==> src/hdl/arpu_pkg.sv <==
package arpu_pkg;

  typedef enum logic [2:0] {
    FN_ADDKEY   = 3'd0,
    FN_SUB      = 3'd1,
    FN_INVSUB   = 3'd2,
    FN_SHIFT    = 3'd3,
    FN_INVSHIFT = 3'd4,
    FN_MIX      = 3'd5,
    FN_INVMIX   = 3'd6,
    FN_PASS     = 3'd7
  } func_t;

  typedef logic [7:0] byte_t;
  typedef byte_t [15:0] state_t;

  localparam byte_t SBOX [256] = '{
    8'h63,8'h7c,8'h77,8'h7b,8'hf2,8'h6b,8'h6f,8'hc5,8'h30,8'h01,8'h67,8'h2b,8'hfe,8'hd7,8'hab,8'h76,
    8'hca,8'h82,8'hc9,8'h7d,8'hfa,8'h59,8'h47,8'hf0,8'had,8'hd4,8'ha2,8'haf,8'h9c,8'ha4,8'h72,8'hc0,
    8'hb7,8'hfd,8'h93,8'h26,8'h36,8'h3f,8'hf7,8'hcc,8'h34,8'ha5,8'he5,8'hf1,8'h71,8'hd8,8'h31,8'h15,
    8'h04,8'hc7,8'h23,8'hc3,8'h18,8'h96,8'h05,8'h9a,8'h07,8'h12,8'h80,8'he2,8'heb,8'h27,8'hb2,8'h75,
    8'h09,8'h83,8'h2c,8'h1a,8'h1b,8'h6e,8'h5a,8'ha0,8'h52,8'h3b,8'hd6,8'hb3,8'h29,8'he3,8'h2f,8'h84,
    8'h53,8'hd1,8'h00,8'hed,8'h20,8'hfc,8'hb1,8'h5b,8'h6a,8'hcb,8'hbe,8'h39,8'h4a,8'h4c,8'h58,8'hcf,
    8'hd0,8'hef,8'haa,8'hfb,8'h43,8'h4d,8'h33,8'h85,8'h45,8'hf9,8'h02,8'h7f,8'h50,8'h3c,8'h9f,8'ha8,
    8'h51,8'ha3,8'h40,8'h8f,8'h92,8'h9d,8'h38,8'hf5,8'hbc,8'hb6,8'hda,8'h21,8'h10,8'hff,8'hf3,8'hd2,
    8'hcd,8'h0c,8'h13,8'hec,8'h5f,8'h97,8'h44,8'h17,8'hc4,8'ha7,8'h7e,8'h3d,8'h64,8'h5d,8'h19,8'h73,
    8'h60,8'h81,8'h4f,8'hdc,8'h22,8'h2a,8'h90,8'h88,8'h46,8'hee,8'hb8,8'h14,8'hde,8'h5e,8'h0b,8'hdb,
    8'he0,8'h32,8'h3a,8'h0a,8'h49,8'h06,8'h24,8'h5c,8'hc2,8'hd3,8'hac,8'h62,8'h91,8'h95,8'he4,8'h79,
    8'he7,8'hc8,8'h37,8'h6d,8'h8d,8'hd5,8'h4e,8'ha9,8'h6c,8'h56,8'hf4,8'hea,8'h65,8'h7a,8'hae,8'h08,
    8'hba,8'h78,8'h25,8'h2e,8'h1c,8'ha6,8'hb4,8'hc6,8'he8,8'hdd,8'h74,8'h1f,8'h4b,8'hbd,8'h8b,8'h8a,
    8'h70,8'h3e,8'hb5,8'h66,8'h48,8'h03,8'hf6,8'h0e,8'h61,8'h35,8'h57,8'hb9,8'h86,8'hc1,8'h1d,8'h9e,
    8'he1,8'hf8,8'h98,8'h11,8'h69,8'hd9,8'h8e,8'h94,8'h9b,8'h1e,8'h87,8'he9,8'hce,8'h55,8'h28,8'hdf,
    8'h8c,8'ha1,8'h89,8'h0d,8'hbf,8'he6,8'h42,8'h68,8'h41,8'h99,8'h2d,8'h0f,8'hb0,8'h54,8'hbb,8'h16
  };

  localparam byte_t INV_SBOX [256] = '{
    8'h52,8'h09,8'h6a,8'hd5,8'h30,8'h36,8'ha5,8'h38,8'hbf,8'h40,8'ha3,8'h9e,8'h81,8'hf3,8'hd7,8'hfb,
    8'h7c,8'he3,8'h39,8'h82,8'h9b,8'h2f,8'hff,8'h87,8'h34,8'h8e,8'h43,8'h44,8'hc4,8'hde,8'he9,8'hcb,
    8'h54,8'h7b,8'h94,8'h32,8'ha6,8'hc2,8'h23,8'h3d,8'hee,8'h4c,8'h95,8'h0b,8'h42,8'hfa,8'hc3,8'h4e,
    8'h08,8'h2e,8'ha1,8'h66,8'h28,8'hd9,8'h24,8'hb2,8'h76,8'h5b,8'ha2,8'h49,8'h6d,8'h8b,8'hd1,8'h25,
    8'h72,8'hf8,8'hf6,8'h64,8'h86,8'h68,8'h98,8'h16,8'hd4,8'ha4,8'h5c,8'hcc,8'h5d,8'h65,8'hb6,8'h92,
    8'h6c,8'h70,8'h48,8'h50,8'hfd,8'hed,8'hb9,8'hda,8'h5e,8'h15,8'h46,8'h57,8'ha7,8'h8d,8'h9d,8'h84,
    8'h90,8'hd8,8'hab,8'h00,8'h8c,8'hbc,8'hd3,8'h0a,8'hf7,8'he4,8'h58,8'h05,8'hb8,8'hb3,8'h45,8'h06,
    8'hd0,8'h2c,8'h1e,8'h8f,8'hca,8'h3f,8'h0f,8'h02,8'hc1,8'haf,8'hbd,8'h03,8'h01,8'h13,8'h8a,8'h6b,
    8'h3a,8'h91,8'h11,8'h41,8'h4f,8'h67,8'hdc,8'hea,8'h97,8'hf2,8'hcf,8'hce,8'hf0,8'hb4,8'he6,8'h73,
    8'h96,8'hac,8'h74,8'h22,8'he7,8'had,8'h35,8'h85,8'he2,8'hf9,8'h37,8'he8,8'h1c,8'h75,8'hdf,8'h6e,
    8'h47,8'hf1,8'h1a,8'h71,8'h1d,8'h29,8'hc5,8'h89,8'h6f,8'hb7,8'h62,8'h0e,8'haa,8'h18,8'hbe,8'h1b,
    8'hfc,8'h56,8'h3e,8'h4b,8'hc6,8'hd2,8'h79,8'h20,8'h9a,8'hdb,8'hc0,8'hfe,8'h78,8'hcd,8'h5a,8'hf4,
    8'h1f,8'hdd,8'ha8,8'h33,8'h88,8'h07,8'hc7,8'h31,8'hb1,8'h12,8'h10,8'h59,8'h27,8'h80,8'hec,8'h5f,
    8'h60,8'h51,8'h7f,8'ha9,8'h19,8'hb5,8'h4a,8'h0d,8'h2d,8'he5,8'h7a,8'h9f,8'h93,8'hc9,8'h9c,8'hef,
    8'ha0,8'he0,8'h3b,8'h4d,8'hae,8'h2a,8'hf5,8'hb0,8'hc8,8'heb,8'hbb,8'h3c,8'h83,8'h53,8'h99,8'h61,
    8'h17,8'h2b,8'h04,8'h7e,8'hba,8'h77,8'hd6,8'h26,8'he1,8'h69,8'h14,8'h63,8'h55,8'h21,8'h0c,8'h7d
  };

  function automatic byte_t xt(input byte_t v);
    xt = {v[6:0], 1'b0} ^ (v[7] ? 8'h1b : 8'h00);
  endfunction

endpackage

==> src/hdl/arpu_mix_col.sv <==
module arpu_mix_col
  import arpu_pkg::*;
(
  input  logic        inv,
  input  logic [31:0] col_in,
  output logic [31:0] col_out
);

  byte_t a [4];
  byte_t m2 [4];
  byte_t m4 [4];
  byte_t m8 [4];
  byte_t m3 [4];
  byte_t m9 [4];
  byte_t mb [4];
  byte_t md [4];
  byte_t me [4];
  byte_t o [4];

  always_comb begin
    for (int k = 0; k < 4; k++) begin
      a[k]  = col_in[31-8*k -: 8];
      m2[k] = xt(a[k]);
      m4[k] = xt(m2[k]);
      m8[k] = xt(m4[k]);
      m3[k] = m2[k] ^ a[k];
      m9[k] = m8[k] ^ a[k];
      mb[k] = m8[k] ^ m2[k] ^ a[k];
      md[k] = m8[k] ^ m4[k] ^ a[k];
      me[k] = m8[k] ^ m4[k] ^ m2[k];
    end
    for (int r = 0; r < 4; r++) begin
      if (inv) begin
        o[r] = me[r] ^ mb[(r+1)%4] ^ md[(r+2)%4] ^ m9[(r+3)%4];
      end else begin
        o[r] = m2[r] ^ m3[(r+1)%4] ^ a[(r+2)%4] ^ a[(r+3)%4];
      end
      col_out[31-8*r -: 8] = o[r];
    end
  end

endmodule

==> config.mk <==
export PLATFORM = sky130hd
export DESIGN_NAME = arpu_mix_col
export DESIGN_NICKNAME = d
export VERILOG_FILES = /design/src/hdl/arpu_pkg.sv /design/src/hdl/arpu_mix_col.sv
export SDC_FILE = /design/constraint.sdc
export NUM_CORES = 1
export LEC_CHECK = 0
export BUFFER_PORTS_ARGS = -buffer_cell sky130_fd_sc_hd__buf_2
export CELL_PAD_IN_SITES_DETAIL_PLACEMENT = 1
export CELL_PAD_IN_SITES_GLOBAL_PLACEMENT = 1
export CORE_MARGIN = 2
export CORE_UTILIZATION = 35
export DETAILED_ROUTE_END_ITERATION = 10
export GPL_ROUTABILITY_DRIVEN = 0
export GPL_TIMING_DRIVEN = 0
export MAX_ROUTING_LAYER = met4
export PLACE_DENSITY = 0.73
export SLEW_MARGIN = 15
export SYNTH_ARGS = -nofsm -noshare
export SYNTH_HDL_FRONTEND = slang
export SYNTH_SLANG_ARGS = --single-unit
export TNS_END_PERCENT = 5
==> constraint.sdc <==
create_clock -name vclk -period 3.1
set_input_delay 0.465 -clock vclk [all_inputs]
set_output_delay 0.465 -clock vclk [all_outputs]
set_load 0.02 [all_outputs]
==> results of run 1 <==
-- layer usage --
| layer | track usage | vias up |
|---|---|---|
| li1 | - | 983 |
| met1 | 0.2476 | 977 |
| met2 | 0.3138 | 33 |
| met3 | 0.003353 | 2 |
| met4 | 0.002564 | 0 |
| met5 | - | - |
-- what timing repair did --
item	CTS	global route
gates resized for setup	8	12
cloned	0	0
endpoints found under the setup margin	5	5
hold buffers	0	0
pin swaps	0	2
-- worst min-delay path, delay by kind of cell --
kind | cells | cell delay, ns
xor+xnor | 1 | 0.12
buf+inv | 2 | 0.38
-- per-stage QoR --
| stage | power [W] | worst slack (ns) | hold WS [ns] |
|---|---|---|---|
| 6_report | 0.001724 | 0.09206 | 1.432 |
| 3_3_place_gp | 0.001689 | -0.1230 | 1.410 |
| 2_1_floorplan | 0.001317 | 0.1814 | 1.190 |
| 3_5_place_dp | 0.001710 | -0.1164 | 1.423 |
| 4_1_cts | 0.001727 | 0.01494 | 1.431 |
| 5_1_grt | 0.001864 | -0.02728 | 1.446 |
-- report_power, final --
part	internal (W)	switching (W)	total, W
Sequential	0	0	0
Combinational	0.000773	0.000951	0.00172
Clock	0	0	0
Total	0.000773	0.000951	0.00172
-- cell usage in the layout (no fill, tap or decap), drive strengths merged, types with 2 or more instances in the layout --
cell,n
o21ai,2
nand2,12
xnor3,11
clkbuf,14
buf,54
xnor2,154
xor2,60
a21oi,11
mux2i,5
nor2,10
-- cell families after synthesis --
| logic type | Yosys count | synth area share |
|---|---|---|
| and+or+nand+nor | 24 | 0.03697 |
| muxes | 5 | 0.01946 |
| buffers and inverters | 27 | 0.05983 |
| xor gates and xnor gates | 225 | 0.8531 |
| AOI/OAI and AO/OA | 15 | 0.03064 |
-- final cells by class --
type,count,area (sq um)
plain buffers,26,157.7
fillers,885,4183
inverters,1,3.754
multi-input cells,269,2497
well taps,99,123.9
repair buffers,42,210.2
-- final timing paths --
path,endpoint,startpoint,slack (ns)
worst min-delay path,col_out[7],col_in[31],1.43
worst max-delay path,col_out[13],col_in[31],0.09
==> flow_summary.ini, run 1 <==
[timing]
fin_crit_ns = 3.008
tightest_slew_ns = 0.6947
setup_viol = 0
max_slew_margin = 0.5369
rsz0062_at_grt = true
clock.fmax_mhz = 332.5
final.setup.tns_ns = 0
hold_viol = 0
finalCritPeriodShare = 0.9703
drv_slew = 0

[finish]
ff_latch_area_sq_um = 0
stdcell_area_sq_um = 2993
utilization = 0.4171
nNetsFinal = 373
antenna_cells = 0
seq_cells = 0
final_layout_size_suffix_gt1_frac = 0.2337
stdcell_count = 437
area_growth_pct = 16.34
n_clock_buffer = 0

[setup_path]
cp_slowest_cell = xnor3_2
critical_path_buf_inv_count = 2
cp_cell_sequence = buf_4, xor2_4, xnor2_2, xnor3_2, xnor3_1, o21a_1, xor2_1, buf_2
cp_max_fo = 9
critPathLaunchType = primary input
crit_type = primary input to output port
cp.arrival_ns = 2.54
cp.depth = 8
worstPathRequired_ns = 2.63
cp-end-kind = output port
cpPeakStageDelay_ns = 0.52
cp_top_family = XOR/XNOR gates

[placement]
dpl.cell_count = 437
port_buffers = 42
dpl_cell_area_sq_um = 2907
dp_hpwl_mm = 5.951

[die]
coreArea_sq_um = 7176
ios = 65
start_util = 0.3585
die_area_sq_um = 8051
rows = 31
die_w_um = 89.73
die_y_um = 89.73

[detailed_routing]
drtAntennaViolNets = 0
drc = 0
vias = 1995
totalWireLength_mm = 7.125
drt_first_pass_iters = 4
wl_per_cell_um = 16.30
route.met3.wl_um = 155
wl_met1_mm = 3.319
top_layer_used = met4
viasPerCell = 4.565
drt-initial-drc-count = 66
dr_wl_met2_mm = 3.636

[yosys]
synth.most_common_cell = xnor2_1
synth_top_area_frac = 0.5039
ys_types = 23
synthTopCellsByArea = xnor2_1, xor2_1, xnor3_1, xnor2_2, a21oi_1
syn-instance-count = 296
synthesis.area_sq_um = 2572
synth_common_cells = xnor2_1, xor2_1, clkbuf_1, nand2_1, a21oi_1
syn-num-nets = 329
syn_avg_cell_area_sq_um = 8.691
synth_warnings = 0
synth_area_leader_cell = xnor2_1
ys_seq_area_frac = 0

[global_routing]
grt_pass1_wl_mm = 11.36
grt_max_degree = 11
grt_usage = 0.1789
grt-ovfl-total = 0
first_global_vias = 2098
antenna_found_initial = 0

[clock_tree]
post_cts_buffers = 0

[pwr]
power_density_nw_per_um2 = 575.9
vdd_drop_max_mv = 0.2148
leakage_nw = 1.180

[run]
drv_cap = 0

[worst_hold_path]
whs_path_depth = 3
hold_class = primary input to output port

[run_status]
outcome = finished clean
(Power assumes the default switching activity.)
==> run 2: changes to the inputs <==
- RECOVER_POWER: default -> 50
==> run 2 against run 1 <==
  * Design area down 0.38%
  * Die area unchanged
  * Largest power group unchanged
  * Global-route usage unchanged
  * Critical endpoint unchanged
  * Sequential share of layout area did not move
  * Non-clock buffer count unchanged
  * Combinational power barely moved
  * Largest cell class unchanged
==> flow_summary.ini, run 2 (synthesis gave the netlist of run 1 again) <==
[global_routing]
grt_pass1_wl_mm = 11.36
grt_usage = 0.1789
antenna_found_initial = 0
grt_max_degree = 11
grt-ovfl-total = 0
first_global_vias = 2098

[worst_hold_path]
hold_class = primary input to output port
hp-start = col_in[31]

[die]
start_util = 0.3585
die_w_um = 89.73
coreArea_sq_um = 7176
rows = 31
die_y_um = 89.73
ios = 65
die_area_sq_um = 8051

[setup_path]
worstPathRequired_ns = 2.63
cp.arrival_ns = 2.55
cp_cell_sequence = buf_4, xor2_4, xnor2_2, xnor3_2, xnor3_1, o21a_1, xor2_1, buf_2
cp_slowest_cell = xnor3_2
cp-end-kind = output port
crit_type = primary input to output port
cp_top_family = XOR/XNOR gates
cp_max_fo = 9
critical_path_buf_inv_count = 2
critPathLaunchType = primary input
worstSetupStartpoint = col_in[31]
cpPeakStageDelay_ns = 0.53

[detailed_routing]
drc = 0
wl_per_cell_um = 16.28
totalWireLength_mm = 7.114
drt-initial-drc-count = 54
drt_first_pass_iters = 3
drtAntennaViolNets = 0
viasPerCell = 4.549
vias = 1988

[timing]
tightest_slew_ns = 0.6938
max_slew_margin = 0.5374
setup_viol = 0
drv_slew = 0
rsz0062_at_grt = true
hold_viol = 0
clock.fmax_mhz = 332.2
fin_crit_ns = 3.011
finalCritPeriodShare = 0.9712

[finish]
area_growth_pct = 15.90
nNetsFinal = 373
final_layout_size_suffix_gt1_frac = 0.2071
ff_latch_area_sq_um = 0
final_cell_mix = xnor2_1, xor2_1, buf_2
antenna_cells = 0
seq_cells = 0
n_clock_buffer = 0
final_common_cell = xnor2_1
stdcell_area_sq_um = 2982

[pwr]
p_seq_frac = 0
swShare = 0.5562
switching_power_w = 0.0009512
clock_power_share = 0
comb_power_share = 1.000
power_density_nw_per_um2 = 573.5
vdd_drop_max_mv = 0.2145
intPower_w = 0.0007589
total_power_w = 0.001710
leakage_nw = 1.158

[run_status]
outcome = finished clean

[run]
drv_cap = 0

[placement]
port_buffers = 42
dpl_cell_area_sq_um = 2907
dp_hpwl_mm = 5.951
[run 2: area by class of cell]
class | instances | area [sq um]
buffer | 26 | 157.7
fill | 890 | 4194
timing repair buffer | 42 | 200.2
multi-input combinational | 269 | 2496
tap | 99 | 123.9
inverter | 1 | 3.754
[run 2: power by group through the flow]
stage	clock network (W)	registers (W)	logic, W
final	0	0	0.00171
after global routing	0	0	0.00185
after CTS	0	0	0.00173
after detailed placement	0	0	0.00171
after global placement	0	0	0.00169
after floorplan	0	0	0.00132
[run 2: final timing paths]
| path | end | slack, ns | cells past startpoint |
|---|---|---|---|
| max | col_out[13] | 0.09 | 8 |
| min | col_out[7] | 1.43 | 3 |
[run 2: metal layers]
| layer | wire, um | vias up | global-route usage | part of all wire |
|---|---|---|---|---|
| met5 | 0 | - | - | 0 |
| met4 | 14 | 0 | 0.002564 | 0.0020 |
| met3 | 123 | 2 | 0.003353 | 0.017 |
| met2 | 3599 | 31 | 0.3138 | 0.51 |
| met1 | 3376 | 970 | 0.2476 | 0.47 |
| li1 | - | 985 | - | - |
[run 2: stage by stage]
stage               utilization  hold slack, ns  setup WS [ns]  setup TNS [ns]  instances
global placement         0.4051           1.410        -0.1230         -0.2814        437
global route             0.4155           1.446       -0.02728        -0.04486        437
detailed placement       0.4051           1.423        -0.1164         -0.3515        437
CTS                      0.4112           1.431        0.01494               0        437
finish                   0.4155           1.432        0.08942               0        437
floorplan                     -           1.190         0.1814               0        296
[run 2: timing repair]
item / 4_1_cts / 5_1_grt
pin swaps: 0 / 2
gates resized for setup: 8 / 12
buffers inserted: 0 / 0
hold buffers: 0 / 0
endpoints found under the setup margin: 5 / 5
gates cloned: 0 / 0
==> run 3: changes to the inputs <==
- clock period: 3.1 -> 3.5 ns (I/O delays scaled with it)
==> run 3 against run 2 <==
  * Core utilization is 1.3 points lower
  * Final cell count stayed put
  * Sequential share of layout area unchanged
  * Routed wire length is 1.3% lower
  * Worst hold slack gained 0.10 ns
  * Non-clock buffer count stayed put
  * Combinational power is 13% lower
  * Flip-flop and latch count is the same
  * First-iteration DRC count shrank 11%
  * Count of clock-buffer cells in the layout did not move
  * Global-route usage down 0.14 points
  * Critical path depth unchanged
  * Critical path type unchanged
  * Critical endpoint is now col_out[27]
  * Highest routed layer unchanged
==> flow_summary.ini, run 3 (synthesis gave the netlist of run 1 again) <==
[placement]
dp_hpwl_mm = 5.951
port_buffers = 42

[finish]
n_clock_buffer = 0
final_cell_mix = xnor2_1, xor2_1, buf_2
final_layout_size_suffix_gt1_frac = 0.1598
nNetsFinal = 373
final_common_cell = xnor2_1
antenna_cells = 0
area_growth_pct = 12.16
seq_cells = 0
ff_latch_area_sq_um = 0

[detailed_routing]
drtAntennaViolNets = 0
totalWireLength_mm = 7.018
viasPerCell = 4.501
drt_first_pass_iters = 4
wl_per_cell_um = 16.06
drt-initial-drc-count = 48
drc = 0
vias = 1967

[global_routing]
grt_usage = 0.1775
first_global_vias = 2082
top_usage_layer = met2
grt_util_met2 = 0.3100
antenna_found_initial = 0
use_met3 = 0.003353
grt_max_degree = 11
grt_pass1_wl_mm = 11.27
use_met1 = 0.2456
grt-ovfl-total = 0

[timing]
rsz0062_at_grt = false
drv_slew = 0
finalCritPeriodShare = 0.9528
fin_crit_ns = 3.335
tightest_slew_ns = 0.8160
hold_viol = 0
max_slew_margin = 0.4521
final.setup.tns_ns = 0
clock.fmax_mhz = 299.9
setup_viol = 0

[worst_hold_path]
hold_class = primary input to output port

[die]
start_util = 0.3585
rows = 31
ios = 65
coreArea_sq_um = 7176
die_area_sq_um = 8051
die_w_um = 89.73
die_y_um = 89.73

[setup_path]
crit_type = primary input to output port
worstPathRequired_ns = 2.97
cp.arrival_ns = 2.81
cp-end-kind = output port
endpoint = col_out[27]
critPathLaunchType = primary input
worstSetupStartpoint = col_in[0]
cp_max_fo = 6

[pwr]
power_density_nw_per_um2 = 514.7
intPower_w = 0.0006519
vdd_drop_max_mv = 0.1865
total_power_w = 0.001485
switching_power_w = 0.0008332
clock_power_share = 0
swShare = 0.5610
comb_power_share = 1.000
leakage_nw = 1.099
p_seq_frac = 0

[clock_tree]
cts_hold_buffers = 0
ctsResizeCount = 0
post_cts_buffers = 0

[run_status]
outcome = finished clean

[run]
drv_cap = 0
==> run 3: worst min path at each step <==
stage / startpoint / depth (start not counted) / endpoint
after floorplan: col_in[30] / 2 / col_out[6]
after global placement: col_in[31] / 3 / col_out[7]
after detailed placement: col_in[31] / 3 / col_out[7]
after CTS: col_in[31] / 3 / col_out[7]
after global routing: col_in[31] / 3 / col_out[7]
final: col_in[31] / 3 / col_out[7]
==> run 3: area by class of cell <==
type	count	area, sq um
inverter	1	3.754
fill	890	4290
tap	99	123.9
buffer	26	150.1
multi-input combinational	269	2411
timing repair buffer	42	196.4
==> run 3: metal layers <==
layer	vias up	routed length (um)	part of all wire
li1	982	-	-
met1	946	3307	0.47
met2	37	3499	0.50
met3	2	190	0.027
met4	0	21	0.0030
met5	-	0	0
==> run 3: metrics by stage <==
step | setup WS [ns] | area [sq um] | hold slack, ns | std cells | util
floorplan | 0.4614 | 2572 | 1.310 | 296 | -
global placement | 0.1570 | 2907 | 1.530 | 437 | 0.4051
detailed placement | 0.1636 | 2907 | 1.543 | 437 | 0.4051
CTS | 0.1541 | 2907 | 1.546 | 437 | 0.4051
global route | 0.01436 | 2885 | 1.568 | 437 | 0.4021
finish | 0.1653 | 2885 | 1.535 | 437 | 0.4021
==> run 3: critical path: stages <==
cell      delay, ns
clkbuf_1       0.40
xnor3_1        0.58
xor2_1         0.21
xnor3_1        0.40
xnor2_1        0.15
a21oi_1        0.23
xnor2_1        0.14
buf_2          0.18
==> run 3: power groups by stage <==
stage / clock, W / combinational [W] / sequential (W)
after global routing: 0 / 0.00161 / 0
after global placement: 0 / 0.00150 / 0
after detailed placement: 0 / 0.00151 / 0
after CTS: 0 / 0.00152 / 0
after floorplan: 0 / 0.00117 / 0
final: 0 / 0.00149 / 0
